--- src/rtl/ecgbr_pkg.sv ---
`timescale 1ns / 1ps

package ecgbr_pkg;

  // Field and datapath widths.
  localparam int unsigned WORD_W  = 32;
  localparam int unsigned HALF_W  = 16;
  localparam int unsigned STAMP_W = 17;
  localparam int unsigned INTV_W  = STAMP_W + 1;
  localparam int unsigned QUOT_W  = 16;
  localparam int unsigned RATE_W  = 8;
  localparam int unsigned CNT_W   = $clog2(QUOT_W);
  localparam int unsigned CFG_IDX_W = 8;
  localparam int unsigned CFG_DAT_W = 16;

  // Number of stamp slots checked for a repeated or stepped-back stamp.
  localparam int unsigned SLOT_CNT = 4;
  localparam logic [INTV_W-1:0] SLOT_MS = INTV_W'(8);

  // Dividend of the rate division: milliseconds in one minute.
  localparam logic [QUOT_W-1:0] MS_PER_MINUTE = QUOT_W'(60000);

  // Register reset values.
  localparam logic [15:0] PEAK_THRESHOLD_RST = 16'd700;
  localparam logic [15:0] REFRACTORY_RST     = 16'd300;
  localparam logic [15:0] WRAP_PERIOD_RST    = 16'd60000;
  localparam logic [7:0]  RATE_FLOOR_RST     = 8'd30;
  localparam logic [7:0]  RATE_CAP_RST       = 8'd200;

  // Configuration register indexes.
  typedef enum logic [CFG_IDX_W-1:0] {
    REG_PEAK_THRESHOLD = 8'd0,
    REG_REFRACTORY     = 8'd1,
    REG_WRAP_PERIOD    = 8'd2,
    REG_RATE_FLOOR     = 8'd3,
    REG_RATE_CAP       = 8'd4
  } cfg_reg_e;

  // Sequencer states of the top level.
  typedef enum logic [1:0] {
    ST_IDLE,
    ST_CALC,
    ST_DIV,
    ST_DONE
  } ecgbr_state_e;

  // Status returned by the serial divider.
  typedef struct packed {
    logic busy;
    logic done;
  } div_stat_t;

endpackage

--- src/rtl/ecgbr_div.sv ---
`timescale 1ns / 1ps

module ecgbr_div (
  input  logic                                clk_i,
  input  logic                                rst_ni,
  input  logic                                start_i,
  input  logic [ecgbr_pkg::STAMP_W-1:0]       divisor_i,
  output ecgbr_pkg::div_stat_t                stat_o,
  output logic [ecgbr_pkg::QUOT_W-1:0]        quotient_o
);

  logic [ecgbr_pkg::STAMP_W-1:0] rem_q, rem_d;
  logic [ecgbr_pkg::STAMP_W-1:0] div_q;
  logic [ecgbr_pkg::QUOT_W-1:0]  quo_q, quo_d;
  logic [ecgbr_pkg::CNT_W-1:0]   cnt_q;
  logic                          busy_q;
  logic                          done_q;
  logic [ecgbr_pkg::INTV_W-1:0]  trial;
  logic [ecgbr_pkg::INTV_W-1:0]  diff;
  logic                          fits;

  // One restoring step: shift in the next dividend bit and try to subtract.
  always_comb begin
    trial = {rem_q, quo_q[ecgbr_pkg::QUOT_W-1]};
    diff  = trial - {1'b0, div_q};
    fits  = (trial >= {1'b0, div_q});
    rem_d = fits ? diff[ecgbr_pkg::STAMP_W-1:0] : trial[ecgbr_pkg::STAMP_W-1:0];
    quo_d = {quo_q[ecgbr_pkg::QUOT_W-2:0], fits};
  end

  // Control: one step per quotient bit, one quotient bit per cycle.
  always_ff @(posedge clk_i or negedge rst_ni) begin
    if (!rst_ni) begin
      busy_q <= 1'b0;
      done_q <= 1'b0;
      cnt_q  <= '0;
    end else begin
      done_q <= 1'b0;
      if (start_i) begin
        busy_q <= 1'b1;
        cnt_q  <= '0;
      end else if (busy_q) begin
        cnt_q <= cnt_q + 1'b1;
        if (cnt_q == ecgbr_pkg::CNT_W'(ecgbr_pkg::QUOT_W - 1)) begin
          busy_q <= 1'b0;
          done_q <= 1'b1;
        end
      end
    end
  end

  // The dividend shifts out of the quotient register as quotient bits shift in.
  always_ff @(posedge clk_i) begin
    if (start_i) begin
      rem_q <= '0;
      div_q <= divisor_i;
      quo_q <= ecgbr_pkg::MS_PER_MINUTE;
    end else if (busy_q) begin
      rem_q <= rem_d;
      quo_q <= quo_d;
    end
  end

  assign stat_o.busy = busy_q;
  assign stat_o.done = done_q;
  assign quotient_o  = quo_q;

endmodule

--- src/rtl/ecg_beat_rate_detector_top.sv ---
`timescale 1ns / 1ps

// ECG beat and heart-rate detector.
// The input channel (in_valid_i / in_ready_o) carries one three-word sensor
// packet per beat. The output channel (out_valid_o / out_ready_i) returns one
// result per packet: the corrected stamp, the passed-through sensor fields,
// the current heart rate and a beat flag. The configuration channel
// (cfg_valid_i / cfg_ready_o) writes one register per beat and is always ready;
// write only while no packet is in flight. Unknown indexes are ignored.
// A result is loaded once its packet has passed the calculation step and,
// when the packet is a rate-producing beat, a division: the rate comes from a
// restoring divider that produces one quotient bit per cycle. One packet is in
// the engine at a time and the next can be accepted in the cycle after the
// result is loaded. A stalled receiver holds one finished result in the output
// register while one more packet is processed behind it; the input then stalls
// until the receiver takes the result.
// Reset loads the register defaults and clears the stamp history, the beat
// history and the rate; no output is valid after reset.
module ecg_beat_rate_detector_top (
  input  logic                              clk_i,
  input  logic                              rst_ni,
  // Packet input.
  input  logic                              in_valid_i,
  output logic                              in_ready_o,
  input  logic [ecgbr_pkg::WORD_W-1:0]      packet_word0_i,
  input  logic [ecgbr_pkg::WORD_W-1:0]      packet_word1_i,
  input  logic [ecgbr_pkg::WORD_W-1:0]      packet_word2_i,
  // Result output.
  output logic                              out_valid_o,
  input  logic                              out_ready_i,
  output logic [ecgbr_pkg::STAMP_W-1:0]     stamp_corrected_o,
  output logic [ecgbr_pkg::HALF_W-1:0]      ecg_value_o,
  output logic [ecgbr_pkg::HALF_W-1:0]      temperature_centi_o,
  output logic signed [ecgbr_pkg::HALF_W-1:0] accel_x_centi_o,
  output logic signed [ecgbr_pkg::HALF_W-1:0] accel_y_centi_o,
  output logic signed [ecgbr_pkg::HALF_W-1:0] accel_z_centi_o,
  output logic [ecgbr_pkg::RATE_W-1:0]      heart_rate_bpm_o,
  output logic                              beat_detected_o,
  // Configuration writes.
  input  logic                              cfg_valid_i,
  output logic                              cfg_ready_o,
  input  logic [ecgbr_pkg::CFG_IDX_W-1:0]   cfg_index_i,
  input  logic [ecgbr_pkg::CFG_DAT_W-1:0]   cfg_data_i
);

  ecgbr_pkg::ecgbr_state_e state_q, state_d;

  // Configuration registers.
  logic [15:0] peak_threshold_q;
  logic [15:0] refractory_q;
  logic [15:0] wrap_period_q;
  logic [7:0]  rate_floor_q;
  logic [7:0]  rate_cap_q;

  // Detector history.
  logic [ecgbr_pkg::STAMP_W-1:0] prev_stamp_q;
  logic [ecgbr_pkg::STAMP_W-1:0] last_beat_q;
  logic                          beat_seen_q;
  logic [ecgbr_pkg::RATE_W-1:0]  rate_q;

  // Packet held in the engine.
  logic [ecgbr_pkg::WORD_W-1:0]  w0_q, w1_q, w2_q;
  logic [ecgbr_pkg::STAMP_W-1:0] stamp_q;
  logic                          beat_q;

  // Output register.
  logic                          out_valid_q;
  logic [ecgbr_pkg::STAMP_W-1:0] out_stamp_q;
  logic [ecgbr_pkg::HALF_W-1:0]  out_ecg_q, out_temp_q, out_ax_q, out_ay_q, out_az_q;
  logic [ecgbr_pkg::RATE_W-1:0]  out_rate_q;
  logic                          out_beat_q;

  // Stamp correction and beat decision.
  logic [ecgbr_pkg::STAMP_W-1:0] raw;
  logic [ecgbr_pkg::STAMP_W-1:0] stamp_fix;
  logic                          slot_hit;
  logic signed [ecgbr_pkg::INTV_W-1:0] intv_raw, intv, refr_s;
  logic                          beat;

  // Sequencer controls.
  logic                          accept;
  logic                          calc_en;
  logic                          div_start;
  logic                          rate_en;
  logic                          out_load;

  // Divider.
  ecgbr_pkg::div_stat_t          div_stat;
  logic [ecgbr_pkg::QUOT_W-1:0]  quotient;
  logic [ecgbr_pkg::STAMP_W-1:0] div_divisor;

  assign cfg_ready_o = 1'b1;

  // Register writes.
  always_ff @(posedge clk_i or negedge rst_ni) begin
    if (!rst_ni) begin
      peak_threshold_q <= ecgbr_pkg::PEAK_THRESHOLD_RST;
      refractory_q     <= ecgbr_pkg::REFRACTORY_RST;
      wrap_period_q    <= ecgbr_pkg::WRAP_PERIOD_RST;
      rate_floor_q     <= ecgbr_pkg::RATE_FLOOR_RST;
      rate_cap_q       <= ecgbr_pkg::RATE_CAP_RST;
    end else if (cfg_valid_i) begin
      case (cfg_index_i)
        ecgbr_pkg::REG_PEAK_THRESHOLD: peak_threshold_q <= cfg_data_i;
        ecgbr_pkg::REG_REFRACTORY:     refractory_q     <= cfg_data_i;
        ecgbr_pkg::REG_WRAP_PERIOD:    wrap_period_q    <= cfg_data_i;
        ecgbr_pkg::REG_RATE_FLOOR:     rate_floor_q     <= cfg_data_i[7:0];
        ecgbr_pkg::REG_RATE_CAP:       rate_cap_q       <= cfg_data_i[7:0];
        default: ;
      endcase
    end
  end

  // A stamp equal to the previous one, or up to three slots behind it, is
  // pushed forward to one slot past the previous stamp.
  always_comb begin
    raw       = {1'b0, w0_q[ecgbr_pkg::WORD_W-1:ecgbr_pkg::HALF_W]};
    stamp_fix = raw;
    slot_hit  = 1'b0;
    for (int k = 0; k < ecgbr_pkg::SLOT_CNT; k++) begin
      if (!slot_hit &&
          ({1'b0, raw} + ecgbr_pkg::SLOT_MS * ecgbr_pkg::INTV_W'(k)) == {1'b0, prev_stamp_q}) begin
        slot_hit  = 1'b1;
        stamp_fix = ecgbr_pkg::STAMP_W'({1'b0, raw} + ecgbr_pkg::SLOT_MS * ecgbr_pkg::INTV_W'(k + 1));
      end
    end
  end

  // Interval since the last beat, wrapped by the stamp period.
  always_comb begin
    refr_s = $signed({2'b00, refractory_q});
    if (beat_seen_q) begin
      intv_raw = $signed({1'b0, stamp_fix}) - $signed({1'b0, last_beat_q});
    end else begin
      intv_raw = $signed({1'b0, stamp_fix}) + ecgbr_pkg::INTV_W'(1);
    end
    if (intv_raw < -refr_s) begin
      intv = intv_raw + $signed({2'b00, wrap_period_q});
    end else begin
      intv = intv_raw;
    end
    beat = (w0_q[ecgbr_pkg::HALF_W-1:0] > peak_threshold_q) && (intv > refr_s);
  end

  assign div_divisor = intv[ecgbr_pkg::STAMP_W-1:0];
  assign in_ready_o  = (state_q == ecgbr_pkg::ST_IDLE);
  assign accept      = in_valid_i && in_ready_o;

  // State register.
  always_ff @(posedge clk_i or negedge rst_ni) begin
    if (!rst_ni) begin
      state_q <= ecgbr_pkg::ST_IDLE;
    end else begin
      state_q <= state_d;
    end
  end

  // Next state and sequencer controls.
  always_comb begin
    state_d   = state_q;
    calc_en   = 1'b0;
    div_start = 1'b0;
    rate_en   = 1'b0;
    out_load  = 1'b0;
    case (state_q)
      ecgbr_pkg::ST_IDLE: begin
        if (in_valid_i) begin
          state_d = ecgbr_pkg::ST_CALC;
        end
      end
      ecgbr_pkg::ST_CALC: begin
        calc_en = 1'b1;
        if (beat && beat_seen_q) begin
          div_start = 1'b1;
          state_d   = ecgbr_pkg::ST_DIV;
        end else begin
          state_d = ecgbr_pkg::ST_DONE;
        end
      end
      ecgbr_pkg::ST_DIV: begin
        if (div_stat.done) begin
          rate_en = 1'b1;
          state_d = ecgbr_pkg::ST_DONE;
        end
      end
      ecgbr_pkg::ST_DONE: begin
        if (!out_valid_q || out_ready_i) begin
          out_load = 1'b1;
          state_d  = ecgbr_pkg::ST_IDLE;
        end
      end
      default: state_d = ecgbr_pkg::ST_IDLE;
    endcase
  end

  // History: updated once per packet, the rate only after a division.
  always_ff @(posedge clk_i or negedge rst_ni) begin
    if (!rst_ni) begin
      prev_stamp_q <= '0;
      last_beat_q  <= '0;
      beat_seen_q  <= 1'b0;
      rate_q       <= '0;
    end else begin
      if (calc_en) begin
        prev_stamp_q <= stamp_fix;
        if (beat) begin
          last_beat_q <= stamp_fix;
          beat_seen_q <= 1'b1;
        end
      end
      if (rate_en) begin
        if (quotient < {8'd0, rate_floor_q}) begin
          rate_q <= '0;
        end else if (quotient <= {8'd0, rate_cap_q}) begin
          rate_q <= quotient[ecgbr_pkg::RATE_W-1:0];
        end
      end
    end
  end

  // Packet capture and per-packet results.
  always_ff @(posedge clk_i) begin
    if (accept) begin
      w0_q <= packet_word0_i;
      w1_q <= packet_word1_i;
      w2_q <= packet_word2_i;
    end
    if (calc_en) begin
      stamp_q <= stamp_fix;
      beat_q  <= beat;
    end
  end

  ecgbr_div u_div (
    .clk_i      (clk_i),
    .rst_ni     (rst_ni),
    .start_i    (div_start),
    .divisor_i  (div_divisor),
    .stat_o     (div_stat),
    .quotient_o (quotient)
  );

  // Output register: holds one finished result until the receiver takes it.
  always_ff @(posedge clk_i or negedge rst_ni) begin
    if (!rst_ni) begin
      out_valid_q <= 1'b0;
    end else if (out_load) begin
      out_valid_q <= 1'b1;
    end else if (out_ready_i) begin
      out_valid_q <= 1'b0;
    end
  end

  always_ff @(posedge clk_i) begin
    if (out_load) begin
      out_stamp_q <= stamp_q;
      out_ecg_q   <= w0_q[ecgbr_pkg::HALF_W-1:0];
      out_temp_q  <= w1_q[ecgbr_pkg::WORD_W-1:ecgbr_pkg::HALF_W];
      out_ax_q    <= w1_q[ecgbr_pkg::HALF_W-1:0];
      out_ay_q    <= w2_q[ecgbr_pkg::WORD_W-1:ecgbr_pkg::HALF_W];
      out_az_q    <= w2_q[ecgbr_pkg::HALF_W-1:0];
      out_rate_q  <= rate_q;
      out_beat_q  <= beat_q;
    end
  end

  assign out_valid_o         = out_valid_q;
  assign stamp_corrected_o   = out_stamp_q;
  assign ecg_value_o         = out_ecg_q;
  assign temperature_centi_o = out_temp_q;
  assign accel_x_centi_o     = $signed(out_ax_q);
  assign accel_y_centi_o     = $signed(out_ay_q);
  assign accel_z_centi_o     = $signed(out_az_q);
  assign heart_rate_bpm_o    = out_rate_q;
  assign beat_detected_o     = out_beat_q;

  // An accepted packet always moves straight into the calculation step.
  assert property (@(posedge clk_i) disable iff (!rst_ni)
    accept |=> state_q == ecgbr_pkg::ST_CALC)
    else $error("accepted packet did not enter calculation");

  // A division is only started with a nonzero divisor.
  assert property (@(posedge clk_i) disable iff (!rst_ni)
    div_start |-> div_divisor != '0)
    else $error("divider started with zero divisor");

  // While waiting on the divider it must be working or finishing.
  assert property (@(posedge clk_i) disable iff (!rst_ni)
    state_q == ecgbr_pkg::ST_DIV |-> div_stat.busy || div_stat.done)
    else $error("waiting on an idle divider");

  // A reported beat implies the beat history has been set.
  assert property (@(posedge clk_i) disable iff (!rst_ni)
    out_valid_o && beat_detected_o |-> beat_seen_q)
    else $error("beat reported without beat history");

endmodule

--- config.mk ---
export PLATFORM = sky130hd
export DESIGN_NAME = ecg_beat_rate_detector_top
export DESIGN_NICKNAME = d
export VERILOG_FILES = /design/src/rtl/ecgbr_pkg.sv /design/src/rtl/ecgbr_div.sv /design/src/rtl/ecg_beat_rate_detector_top.sv
export SDC_FILE = /design/constraint.sdc
export NUM_CORES = 1
export LEC_CHECK = 0
export ABC_AREA = 1
export BUFFER_PORTS_ARGS = -buffer_cell sky130_fd_sc_hd__buf_2
export CAP_MARGIN = 20
export CORE_ASPECT_RATIO = 2
export CORE_MARGIN = 5
export CORE_UTILIZATION = 55
export CTS_CLUSTER_DIAMETER = 50
export CTS_CLUSTER_SIZE = 12
export DETAILED_ROUTE_END_ITERATION = 6
export PLACE_DENSITY = 0.76
export SYNTH_ARGS = -nofsm -noshare
export SYNTH_HDL_FRONTEND = slang
export SYNTH_SLANG_ARGS = --single-unit
--- constraint.sdc ---
create_clock -name clk_i -period 12.9 [get_ports clk_i]
set_input_delay 0.645 -clock clk_i [delete_from_list [all_inputs] [get_ports clk_i]]
set_output_delay 0.645 -clock clk_i [all_outputs]
set_load 0.02 [all_outputs]
Yosys cells after proc, flatten, opt, wreduce, memory -nomap -nowiden

Cells that the tools add are included.

Flip-flop bits (word level): 386
Word-level logic and storage cells: 119

Add/sub/neg operators: 10
Magnitude comparators: 6
Equality and inequality tests: 15
Multiplexer cells: 34
Reductions and logical operators: 24

Operator list:

| cell                                                                  | number |
|---|---|
| 17-bit 2-to-1 mux                                                     | 5 |
| 17-bit equality test                                                  | 3 |
| 18-bit 2-to-1 mux                                                     | 2 |
| 16-bit by 5-bit adder with 17-bit output, second input constant       | 2 |
| 1-bit 2-to-1 mux                                                      | 19 |
| 17-bit by 1-bit adder with 18-bit output, second input constant       | 1 |
| 18-bit by 17-bit adder with 18-bit output                             | 1 |
| 18-bit by 17-bit >= comparator with 1-bit output                      | 1 |
| 18-bit by 17-bit > comparator with 1-bit output                       | 1 |
| 18-bit less-than comparator                                           | 1 |
| 16-bit negation with 18-bit output                                    | 1 |
| 17-bit by 17-bit subtractor with 18-bit output                        | 1 |
| 16-bit by 4-bit adder with 17-bit output, second input constant       | 1 |
| 16-bit by 6-bit adder with 17-bit output, second input constant       | 1 |
| 16-bit by 17-bit equality test with 1-bit output                      | 1 |
| 17-bit subtractor                                                     | 1 |
| 8-bit by 2-bit equality test with 1-bit output, second input constant | 2 |
| 16-bit > comparator                                                   | 1 |
| 16-bit by 8-bit less-or-equal comparator with 1-bit output            | 1 |
| 16-bit by 8-bit less-than comparator with 1-bit output                | 1 |
| 8-bit 2-to-1 mux                                                      | 2 |
| 2-bit AND reduction                                                   | 7 |
| 8-bit by 1-bit equality test with 1-bit output, second input constant | 1 |
| 8-bit by 3-bit equality test with 1-bit output, second input constant | 1 |
| 16 further kinds                                                      | 31 |

Depth between registers and ports, before layout

Gate-level depths: netlist (run 1).

Word-level depth: 21
Depth in mapped cells: 62
Mapped depth without buffers: 58

By module

From an unflattened synthesis (run 1), not the netlist that was laid out.

Cells, all modules: 2367
Area, all modules: 21027.7 um^2

By module, submodules not included:

| module                     | times used | cells each | area each (um^2) |
|---|---|---|---|
| ecg_beat_rate_detector_top | 1          | 1927       | 17723.2 |
| ecgbr_div                  | 1          | 440        | 3304.4 |

Worst setup path after synthesis (run 1)

No wires, ideal clock.

Path kind: reg2reg
Start point: register w0_q[22] in the netlist's numbering
End point: register u_div.div_q[0] in the netlist's numbering (enable)
Library setup time: 353 ps
Data arrival time: 6525 ps
Slack: 6022 ps
Cell stages (with the launch flop): 47
Clock period less this slack: 6878 ps
Cell sequence: edfxtp_1 > ha_1 > nand2_1 > nor2_1 > buf_4 > nand3_1 > nand2_1 > nand2_1 > nand2_1 > and2_2 > nand2_1 > nor2_1 > nand4_1 > nor2_1 > a21oi_2 > ha_1 > nand2_1 > nor3_1 > (+11 left out) > nand4_1 > nand2_2 > clkbuf_1 > o21ai_0 > ha_1 > nand2_1 > inv_1 > nand3_1 > nor3_1 > nand2_1 > nand2_1 > nand2_1 > nand2_1 > nand2_1 > nand3_1 > nand4_1 > nor2_1 > buf_2

Longest elaborated chain between the ends: 20

Ends and longest elaborated chain:

| what                                                                                                       | line                                                                 | text |
|---|---|---|
| start, declared                                                                                            | ecg_beat_rate_detector_top.sv:62                                     | `logic [ecgbr_pkg::WORD_W-1:0] w0_q, w1_q, w2_q;` |
| start signal, assigned                                                                                     | ecg_beat_rate_detector_top.sv:224                                    | `w0_q <= packet_word0_i;` |
| parallel branches: the longest is 10 deep, another holds 16-bit by 4-bit adder with 17-bit output          | n/a                                                                  |  |
| 17-bit 2-to-1 mux (*)                                                                                      | ecg_beat_rate_detector_top.sv:121                                    | `if (!slot_hit &&` |
| via stamp_fix (one bit)                                                                                    | ecg_beat_rate_detector_top.sv:75                                     | `logic [ecgbr_pkg::STAMP_W-1:0] stamp_fix;` |
| 17-bit by 1-bit adder with 18-bit output or 17-bit by 17-bit subtractor with 18-bit output (tied branches) | ecg_beat_rate_detector_top.sv:135, ecg_beat_rate_detector_top.sv:133 |  |
| 18-bit 2-to-1 mux (*)                                                                                      | ecg_beat_rate_detector_top.sv:132                                    | `if (beat_seen_q) begin` |
| 18-bit by 17-bit adder with 18-bit output or 18-bit less-than comparator (tied branches)                   | ecg_beat_rate_detector_top.sv:138, ecg_beat_rate_detector_top.sv:137 |  |
| 18-bit 2-to-1 mux (*)                                                                                      | ecg_beat_rate_detector_top.sv:137                                    | `if (intv_raw < -refr_s) begin` |
| via intv (one bit)                                                                                         | ecg_beat_rate_detector_top.sv:77                                     | `logic signed [ecgbr_pkg::INTV_W-1:0] intv_raw, intv, refr_s;` |
| 18-bit by 17-bit > comparator with 1-bit output (*)                                                        | ecg_beat_rate_detector_top.sv:142                                    | `beat = (w0_q[ecgbr_pkg::HALF_W-1:0] > peak_threshold_q) && (intv > refr_s);` |
| 1-bit logical AND (*)                                                                                      | ecg_beat_rate_detector_top.sv:142                                    |  |
| 1-bit logical AND (*)                                                                                      | ecg_beat_rate_detector_top.sv:173                                    | `if (beat && beat_seen_q) begin` |
| 1-bit 2-to-1 mux (*)                                                                                       | ecg_beat_rate_detector_top.sv:173                                    |  |
| 1-bit 2-to-1 mux (*)                                                                                       | ecg_beat_rate_detector_top.sv:165                                    | `case (state_q)` |
| via div_start                                                                                              | ecg_beat_rate_detector_top.sv:83                                     | `logic div_start;` |
| end signal, assigned                                                                                       | ecgbr_div.sv:56                                                      | `div_q <= divisor_i;` |
| end, declared                                                                                              | ecgbr_div.sv:13                                                      | `logic [ecgbr_pkg::STAMP_W-1:0] div_q;` |

Mark *: on every way through the listed nets, which the timed path passes.
A chain may end at the register's enable or synchronous reset.

Worst setup path after layout (run 1)

Start point: register w0_q[22] in the netlist's numbering
End point: register last_beat_q[3] in the netlist's numbering

Longest elaborated chain between the ends: 18

Ends and longest elaborated chain:

| what                                                                                                       | line                                                                 | text |
|---|---|---|
| parallel branches: the longest is 10 deep, another holds 16-bit by 4-bit adder with 17-bit output          | n/a                                                                  |  |
| 17-bit 2-to-1 mux (*)                                                                                      | ecg_beat_rate_detector_top.sv:121                                    |  |
| via stamp_fix (one bit)                                                                                    | ecg_beat_rate_detector_top.sv:75                                     |  |
| 17-bit by 1-bit adder with 18-bit output or 17-bit by 17-bit subtractor with 18-bit output (tied branches) | ecg_beat_rate_detector_top.sv:135, ecg_beat_rate_detector_top.sv:133 |  |
| 18-bit 2-to-1 mux (*)                                                                                      | ecg_beat_rate_detector_top.sv:132                                    |  |
| 18-bit less-than comparator (*)                                                                            | ecg_beat_rate_detector_top.sv:137                                    |  |
| 18-bit 2-to-1 mux (*)                                                                                      | ecg_beat_rate_detector_top.sv:137                                    |  |
| via intv (one bit)                                                                                         | ecg_beat_rate_detector_top.sv:77                                     |  |
| 18-bit by 17-bit > comparator with 1-bit output (*)                                                        | ecg_beat_rate_detector_top.sv:142                                    |  |
| 1-bit logical AND (*)                                                                                      | ecg_beat_rate_detector_top.sv:142                                    |  |
| via beat                                                                                                   | ecg_beat_rate_detector_top.sv:78                                     | `logic beat;` |
| 2-bit AND reduction (no source line) (*)                                                                   | n/a                                                                  |  |
| end signal, assigned                                                                                       | ecg_beat_rate_detector_top.sv:207                                    | `last_beat_q <= stamp_fix;` |
| end, declared                                                                                              | ecg_beat_rate_detector_top.sv:57                                     | `logic [ecgbr_pkg::STAMP_W-1:0] last_beat_q;` |

Marked as above.

==> results of run 1 <==
-- metal layers --
| metal | vias to the layer above | track usage (%) |
|---|---|---|
| met1 | 8115 | 28.57 |
| met2 | 655 | 60.83 |
| met3 | 298 | 4.259 |
| met4 | 0 | 29.72 |
| met5 | - | 0 |
| li1 | 8128 | - |
-- cell families (layout without fill, tap and decap cells) --
family	count (synthesis)	after routing
AO/OA/AOI/OAI	326	326
XOR/XNOR	88	88
adder cells (fa/ha/maj)	129	129
buffers and inverters	316	580
flip-flops	386	386
other	1	4
AND/OR/NAND/NOR	1045	1045
-- flip-flops by register name, indices dropped and copies added (netlist names), 17 cells and up --
name and cells:
last_beat_q 17, prev_stamp_q 17, u_div.div_q 17, stamp_q 17, w0_q 32, u_div.rem_q 17
stamp_corrected_o 17, w2_q 32, w1_q 32
-- worst register-to-register path: cells and delay by family (launching register included) --
kind	cells	cell delay, ps
adder cells (fa/ha/maj)	4	1500
AO/OA/AOI/OAI	9	1690
buffers and inverters	1	40
XOR/XNOR	1	310
flip-flops	1	610
AND/OR/NAND/NOR	31	5380
-- power by group through the flow --
stage / combinational, mW / sequential, mW / clock [mW]
after floorplan: 2.72 / 2.11 / 0
after global placement: 3.86 / 2.02 / 0
after detailed placement: 3.96 / 2.03 / 0
after CTS: 3.98 / 2.01 / 1.14
after global routing: 4.50 / 2.05 / 1.19
final: 4.00 / 2.01 / 1.12
-- cells in the mapped netlist, types with 5 or more instances --
master,number
nand2_1,598
inv_1,252
edfxtp_1,237
nor2_1,153
nand3_1,151
o21ai_0,136
ha_1,126
a21oi_1,108
dfrtp_1,92
xor2_1,59
nand4_1,41
dfxtp_1,33
xnor2_1,28
clkbuf_1,26
dfstp_2,24
nor3_1,18
o21ai_1,18
buf_2,17
a21o_1,13
and2_1,13
nand2_2,12
o21bai_1,11
buf_4,10
nand3_2,9
nor2_4,8
inv_2,7
nor2_2,7
nor4_1,7
a31oi_1,6
o21ai_2,6
a21boi_0,5
nand3b_1,5
-- through the flow --
| step | area (sq um) | cells |
|---|---|---|
| global placement | 22400 | 2939 |
| global route | 23700 | 3017 |
| CTS | 23690 | 3014 |
| detailed placement | 22420 | 2940 |
| floorplan | 20810 | 2291 |
| finish | 23700 | 3017 |
-- final cells by class --
type / count / area, sq um
Clock buffer: 66 / 1141
Sequential cell: 386 / 10710
Multi-Input combinational cell: 1589 / 8875
Fill cell: 3173 / 13580
Tap cell: 459 / 574.3
Inverter: 262 / 991.0
Antenna cell: 3 / 7.507
Clock inverter: 8 / 128.9
Timing Repair Buffer: 244 / 1274
-- worst min path at each step --
stage | end | slack, ps
after global routing | u_div.cnt_q[2]$_DFFE_PN0P_ | 170
after detailed placement | accel_x_centi_o[13]$_DFFE_PP_ | 400
after CTS | u_div.cnt_q[2]$_DFFE_PN0P_ | 130
final | u_div.cnt_q[2]$_DFFE_PN0P_ | 110
after floorplan | beat_seen_q$_DFFE_PN0P_ | 350
after global placement | temperature_centi_o[2]$_DFFE_PP_ | 400
==> metrics.txt, run 1 <==
WP buf/inv=1; fmax=103.5 MHz; LEAKAGE=10.79 nW; cell internal pwr=3.767 mW; Post-Syn Area=20810 sq um; top cell type's share of synthesized area=34.19%; Post-synth ARST share=30.05%; post-synthesis xor/xnor area fraction=3.739%; EDFF count, synth=237; Port Buffers=232; most common cell after layout, fill and taps aside=nand2_1; synthesized-area fraction occupied by adder cells=7.863%; VDD IR max=0.2097 mV; Synth Register Bits=386; RSZ-0062 raised after global routing=no; distinct cell type count after synthesis=62; Synth Net Count=2545; outcome=completed; Die W=147.6 um; die area=42070 sq um; WP data arrival=10070 ps; CP endpoint=last_beat_q[3]$_DFFE_PN0P_; largest net degree at the start of global routing=85; Hold Violations, Final=0; post-CTS sizing=0; setup violators final=0; crit path from=w0_q[22]$_DFFE_PP_; I/O pins=234; stages on the worst setup path=46; portion of netlist area occupied by mux cells=0%; number of global-route vias before repair=17880; post-detail-place hpwl=53730 um; GRT Util Overall=32.24%; R2R Setup Slk=3240 ps; Slew @ Worst Pin=1094 ps; Rel. slew slack=27.09%; Iter 0 DRT Violations=1144; FP Rows=100; DRC viols=0; DRT Pass-1 Iters=6; Synth Area in Compound Gates=8.711%; M1 WL=20080 um; type of the worst setup path=reg2reg; Area growth, synth to finish=13.87%; Worst setup EP type=register; Syn Area/Cell=9.085 sq um; hold_buf cts=0; CTS tree=done; worst setup margin=3240 ps; Nets=2777; setup TNS=0 ps; die height=285.1 um; r2r endpoint=last_beat_q[3]$_DFFE_PN0P_; Yosys top cell by area=edfxtp_1; cts bufs inserted=40; Critical Path Start Type=register; Initial Util=55.82%; postcts setup bufs=0; Combinational Power Share=56.1%; worst-path maximum fanout=33; global-route wire length before repair=102200 um; Tmin final=9660 ps; root buffer cell=clkbuf_16; R2R Path Start=w0_q[22]$_DFFE_PP_; vias=17200; Core Box Area=37290 sq um; Clock Skew=34.58 ps; Psw=3.367 mW; CP dominant cell by count=nand2_1; max-cap viol count=0; CTS Buffer Depth=3; Yosys Warn Count=0; met2 routed WL=36690 um; max-slew violation count=0; TritonCTS Sinks=386; most frequent cells in the layout=nand2_1 (598), inv_1 (251), edfxtp_1 (237), buf_2 (231), nor2_1 (152); largest family of logic cells by synthesized area=simple AND/OR/NAND/NOR gates; Skew-Pair Late Insertion Delay=560 ps; Final Util=63.57%; final wirelength=67530 um; CP peak stage delay=680 ps; Seq pwr share=28.2%; Hold Crit Class=in2async; Vias/cell=5.700; slowest CP cell=nor2_1; share of cells above drive strength 1=15.46%; Tcrit/Tclk final=74.89%; CTS H-tree depth=2; Total Power=7.134 mW; Worst Hold Slack=111.0 ps; R2R cell count=46; simple-gate portion of the synthesized area=22.21%; Routed Antenna Nets=0; Synth area leaders=edfxtp_1 (34%), dfrtp_1 (11%), nand2_1 (11%); Switching Share=47.20%; top routing layer used=met4; grt ovf=0; Required @ worst endpoint=13310 ps; antenna violations before repair=3; Crit path max-delay family=simple AND/OR/NAND/NOR gates; sequential fraction of the synthesis area=51.46%; Post-Synthesis Cells=2291; top_reg_cell synth=edfxtp_1; clock slew at reported path FFs=60 ps; met3 WL=3023 um; WL/cell=22.38 um; pre-CTS setup slack=3339 ps; GPL Wtd Cong=1.036; Clock power frac=15.7%; power per standard cell area=301.0 nW/um^2
(Power assumes the default switching activity.)
==> run 2, diff against run 1 <==
--- a/config.mk
+++ b/config.mk
@@ -10,11 +10,11 @@
 export CAP_MARGIN = 20
 export CORE_ASPECT_RATIO = 2
 export CORE_MARGIN = 5
-export CORE_UTILIZATION = 55
+export CORE_UTILIZATION = 54
 export CTS_CLUSTER_DIAMETER = 50
 export CTS_CLUSTER_SIZE = 12
 export DETAILED_ROUTE_END_ITERATION = 6
-export PLACE_DENSITY = 0.76
+export PLACE_DENSITY = 0.77
 export SYNTH_ARGS = -nofsm -noshare
 export SYNTH_HDL_FRONTEND = slang
 export SYNTH_SLANG_ARGS = --single-unit
==> constraint.sdc (replaced) <==
create_clock -name clk_i -period 8.13 [get_ports clk_i]
set_input_delay 0.4065 -clock clk_i [delete_from_list [all_inputs] [get_ports clk_i]]
set_output_delay 0.4065 -clock clk_i [all_outputs]
set_load 0.02 [all_outputs]
==> metrics.txt, run 2 (synthesis results as in run 1) <==
max-slew violation count=0; Nets=3034; clock slew at reported path FFs=60 ps; Combinational Power Share=60.7%; DRT Pass-1 Iters=6; Routed Antenna Nets=0; antenna violations before repair=4; post-route insts no fill=3334; TritonCTS Sinks=386; Tcrit/Tclk final=95.53%; root buffer cell=clkbuf_16; share of cells above drive strength 1=21.39%; Rel. slew slack=28.67%; WL/cell=22.02 um; post-detail-place hpwl=56080 um; Psw=5.891 mW; Hold Violations, Final=0; R2R cell count=48; VDD IR max=0.3523 mV; I/O pins=234; max-cap viol count=0; GPL Wtd Cong=1.087; cell internal pwr=7.024 mW; CTS tree=done; WHS Path Cells=1; Iter 0 DRT Violations=1151; Total Power=12.91 mW; die height=287.6 um; setup violators final=0; vias=18540; most common cell after layout, fill and taps aside=nand2_1; Worst setup EP type=register; Hold Crit Class=in2reg; GRT Util Overall=34.37%; Initial Util=54.72%; setup TNS=0 ps; DRC viols=0; FP Rows=101; Seq pwr share=24.8%; fmax=128.8 MHz; CP peak stage delay=470 ps; R2R Path Start=w0_q[21]$_DFFE_PP_; worst-path maximum fanout=30; pre-CTS setup slack=142.8 ps; DP Area=23840 sq um; Clock Skew=17.72 ps; final wirelength=73410 um; Die W=148.8 um; biggest registers after layout=w0_q (32), w1_q (32), w2_q (32); CP endpoint=u_div.div_q[2]$_DFFE_PP_; die area=42810 sq um; R2R Setup Slk=360 ps; WP buf/inv=8; global-route wire length before repair=110100 um; grt ovf=0; power per standard cell area=493.5 nW/um^2; most frequent cells in the layout=nand2_1 (595), inv_1 (249), edfxtp_1 (237), buf_2 (231), buf_4 (185); Crit path max-delay family=simple AND/OR/NAND/NOR gates; Port Buffers=232; Skew-Pair Late Insertion Delay=570 ps; cts bufs inserted=42; stages on the worst setup path=48; Switching Share=45.61%; Tmin final=7767 ps; largest net degree at the start of global routing=77; Critical Path Start Type=register; Area growth, synth to finish=25.74%; LEAKAGE=12.04 nW; r2r endpoint=u_div.div_q[2]$_DFFE_PP_; Slew @ Worst Pin=1067 ps; Final Instance Area=26170 sq um; number of global-route vias before repair=19340; outcome=completed; CTS Buffer Depth=3; crit path from=w0_q[21]$_DFFE_PP_; slowest CP cell=edfxtp_1; worst setup margin=363.4 ps; Vias/cell=5.560; type of the worst setup path=reg2reg; WP data arrival=8030 ps; Fillers=2928; Clock power frac=14.5%; DP Cell Count=3163; CTS H-tree depth=2; Required @ worst endpoint=8400 ps; CP dominant cell by count=nand2_1; Core Box Area=38040 sq um
[run 2: cell types whose count changed in the layout (fill, tap and decap cells not counted), moves of 4 or more]
| cell | before | now |
|---|---|---|
| buf_4 | 12 | 185 |
| dlygate4sd3_1 | 0 | 73 |
| buf_12 | 0 | 9 |
| ha_1 | 125 | 121 |
| o21ai_0 | 136 | 132 |
| o21ai_1 | 18 | 22 |
[run 2: metal layers]
layer / global-route usage [%] / share of wire (%) / vias to the layer above
met5: 0 / 0 / -
met3: 4.694 / 4.5 / 336
li1: - / - / 8658
met2: 66.55 / 55 / 766
met1: 29.38 / 29 / 8776
met4: 30.38 / 11 / 0
[run 2: repair_timing]
item,in CTS,in global routing
buffers inserted,0,14
endpoints found under the hold margin,107,0
resized for setup,0,29
setup endpoints to repair,0,76
hold buffers,73,0
[run 2: how the worst min path moves through the flow]
stage	from	endpoint	slack, ps
6_report	packet_word0_i[5]	w0_q[5]$_DFFE_PP_	20
5_1_grt	packet_word0_i[5]	w0_q[5]$_DFFE_PP_	0.06
4_1_cts	packet_word1_i[9]	w1_q[9]$_DFFE_PP_	0.1
3_5_place_dp	w2_q[24]$_DFFE_PP_	accel_y_centi_o[8]$_DFFE_PP_	400
3_3_place_gp	w2_q[13]$_DFFE_PP_	accel_z_centi_o[13]$_DFFE_PP_	400
2_1_floorplan	rst_ni	beat_seen_q$_DFFE_PN0P_	110
[run 2: worst register-to-register path: cells and delay by family (launching register included)]
family          cells  cell delay, ps
compound gates      5             960
fa+ha+maj           4            1120
buf+inv             8            1140
flops               1             470
simple gates       31            3750
[run 2: through the flow]
stage,util [%],hold WS [ps]
floorplan,-,110.9
global placement,62.68,400.1
detailed placement,62.68,404.5
CTS,68.13,0.1034
global route,68.80,0.05623
finish,68.80,20.96
[run 2: layout make-up]
class | instances | area [sq um] | area share [%]
flip-flops and latches | 386 | 10710 | 40.92
multi-input cells | 1589 | 8986 | 34.34
repair buffers | 499 | 3481 | 13.30
clock buffers | 67 | 1176 | 4.494
inverters | 262 | 994.7 | 3.801
well taps | 515 | 644.4 | 2.462
clock inverters | 11 | 166.4 | 0.6358
diodes | 5 | 12.51 | 0.04781
[run 2: power by group through the flow]
stage | combinational (mW) | sequential [mW] | clock (mW)
after CTS | 7.62 | 3.18 | 1.88
after global routing | 8.62 | 3.24 | 1.98
after detailed placement | 7.53 | 3.21 | 0
after global placement | 7.38 | 3.19 | 0
after floorplan | 4.32 | 3.35 | 0
final | 7.83 | 3.20 | 1.87
==> run 3, diff against run 2 <==
--- a/config.mk
+++ b/config.mk
@@ -5,12 +5,11 @@
 export SDC_FILE = /design/constraint.sdc
 export NUM_CORES = 1
 export LEC_CHECK = 0
-export ABC_AREA = 1
 export BUFFER_PORTS_ARGS = -buffer_cell sky130_fd_sc_hd__buf_2
 export CAP_MARGIN = 20
 export CORE_ASPECT_RATIO = 2
 export CORE_MARGIN = 5
-export CORE_UTILIZATION = 54
+export CORE_UTILIZATION = 53
 export CTS_CLUSTER_DIAMETER = 50
 export CTS_CLUSTER_SIZE = 12
 export DETAILED_ROUTE_END_ITERATION = 6
==> metrics.txt, run 3 <==
outcome=completed; Routed Antenna Nets=0; share of cells above drive strength 1=33.03%; Yosys Warn Count=0; post-detail-place hpwl=42200 um; number of global-route vias before repair=15310; clock slew at reported path FFs=70 ps; cts bufs inserted=39; FP Rows=98; Required @ worst endpoint=8570 ps; Critical Path Start Type=register; Hold Crit Class=in2reg; Post-Syn Area=19050 sq um; Worst setup EP type=register; Port Buffers=232; Core Box Area=35680 sq um; WHS Path Cells=1; VDD IR max=0.2480 mV; vias=14440; type of the worst setup path=reg2reg; Post-Synthesis Cells=1598; simple-gate portion of the synthesized area=10.25%; WP data arrival=8360 ps; Skew-Pair Late Insertion Delay=570 ps; TritonCTS Sinks=386; post-synthesis xor/xnor area fraction=4.960%; R2R cell count=41; final wirelength=56660 um; fmax=126.3 MHz; Synth top cells by count=edfxtp_1 (237), ha_1 (126), nor2_1 (126); DP Cell Count=2431; distinct cell type count after synthesis=81; Initial Util=53.38%; Die W=144.1 um; post-route insts no fill=2557; Vias/cell=5.648; Post-synth ARST share=30.05%; slowest CP cell=edfxtp_1; die height=278.1 um; WL/cell=22.16 um; largest family of logic cells by synthesized area=compound AO/OA/AOI/OAI gates; antenna violations before repair=3; biggest registers after layout=w0_q (32), w1_q (32), w2_q (32); Worst Hold Slack=13.93 ps; Synth Net Count=1852; top-count cell post-synth=edfxtp_1; Slew @ Worst Pin=1091 ps; most common cell after layout, fill and taps aside=edfxtp_1; Yosys top cell by area=edfxtp_1; grt ovf=0; max-slew violation count=0; Iter 0 DRT Violations=649; LEAKAGE=10.47 nW; worst-path maximum fanout=11; Nets=2327; Area growth, synth to finish=27.81%; CTS tree=done; largest net degree at the start of global routing=73; DRT Pass-1 Iters=6; Tmin final=7917 ps; Synth area leaders=edfxtp_1 (37%), dfrtp_1 (12%), ha_1 (8.3%); root buffer cell=clkbuf_16; portion of netlist area occupied by mux cells=5.932%; synthesized-area fraction occupied by adder cells=8.592%; CTS H-tree depth=2; GRT Util Overall=27.27%; max-cap viol count=0; global-route wire length before repair=82860 um; Synth Area in Compound Gates=10.69%; EDFF count, synth=237; most frequent cells in the layout=edfxtp_1 (237), buf_2 (232), buf_4 (216), nor2_1 (123), ha_1 (115); top cell type's share of synthesized area=37.36%; DRC viols=0; Clock Skew=39.10 ps; setup violators final=0; die area=40060 sq um; sequential fraction of the synthesis area=56.23%; top_reg_cell synth=edfxtp_1; CTS Buffer Depth=3; Hold Violations, Final=0; Rel. slew slack=27.06%; Fillers=2651; I/O pins=234; GPL Wtd Cong=0.9832; Synth Register Bits=386; CP peak stage delay=490 ps; Tcrit/Tclk final=97.38%; Syn Area/Cell=11.92 sq um; power per standard cell area=311.2 nW/um^2
-- run 3: cell types whose count changed in the layout (fill, tap and decap cells not counted), moves of 52 or more --
| cell | delta |
|---|---|
| nand2_1 | -501 |
| inv_1 | -142 |
| nand3_1 | -128 |
| o21ai_0 | -68 |
| mux2_2 | +54 |
| dlygate4sd3_1 | -52 |
-- run 3: worst paths after layout --
| path | startpoint | endpoint | slack [ps] |
|---|---|---|---|
| worst min register to register | w2_q[21]$_DFFE_PP_ | accel_y_centi_o[5]$_DFFE_PP_ | 420 |
| worst max-delay path | w0_q[25]$_DFFE_PP_ | u_div.rem_q[15]$_SDFFE_PP0P_ | 210 |
| max in group asynchronous | rst_ni | peak_threshold_q[10]$_DFFE_PN0P_ | 6300 |
| min in group asynchronous | rst_ni | rate_cap_q[2]$_DFFE_PN0P_ | 400 |
| worst min-delay path | packet_word1_i[7] | w1_q[7]$_DFFE_PP_ | 10 |
| worst max register to register | w0_q[25]$_DFFE_PP_ | u_div.rem_q[15]$_SDFFE_PP0P_ | 210 |
-- run 3: layout make-up --
type                    instances  area (sq um)  share of cell area, %
flip-flops and latches        386         10710                  44.00
multi-input cells            1052          8194                  33.66
repair buffers                485          3266                  13.41
clock buffers                  66          1097                  4.508
well taps                     450         563.0                  2.313
inverters                     109         409.1                  1.681
clock inverters                 6         95.09                 0.3906
diodes                          3         7.507                0.03084
-- run 3: timing repair --
action                     in CTS  in global routing
hold endpoints to repair       56                  0
hold buffers                   21                  0
cloned                          0                  5
pin swaps                       1                 42
buffers inserted                2                 22
resized for setup               9                 98
setup endpoints to repair      72                 76
-- run 3: through the flow --
step	instance area [sq um]	setup slack, ps	setup TNS (ps)	util, %	power (mW)
after floorplan	19050	78.34	0	-	4.340
after global placement	22130	-269.2	-8732	62.01	5.520
after detailed placement	22140	-273.8	-9997	62.05	5.599
after CTS	23600	-0.5569	-0.5569	66.13	7.350
after global routing	24340	-173.7	-6838	68.22	7.929
final	24340	212.6	0	68.22	7.576
-- run 3: critical path: cells and delay by family, from the launching register on --
family	cells	cell delay [ps]
flip-flops	1	490
XOR/XNOR	1	170
buffers and inverters	7	1280
AND/OR/NAND/NOR	12	2160
AO/OA/AOI/OAI	18	2720
adder cells (fa/ha/maj)	3	970
-- run 3: kinds of logic after synthesis --
group,after synthesis
simple gates,402
flops,386
fa+ha+maj,129
buf+inv,161
xor+xnor,107
compound gates,311
mux,101
other cells,1
-- run 3: layer usage --
metal | track usage, % | share of wire (%) | wire, um
met5 | 0 | 0 | 0
met4 | 22.02 | 9.8 | 5553
met3 | 2.992 | 3.5 | 1995
met2 | 53.23 | 58 | 32600
met1 | 23.54 | 29 | 16520
-- run 3: power by group --
part | internal [mW] | switching [mW]
logic | 1.33 | 1.77
registers | 2.58 | 0.167
clock network | 0.937 | 0.779
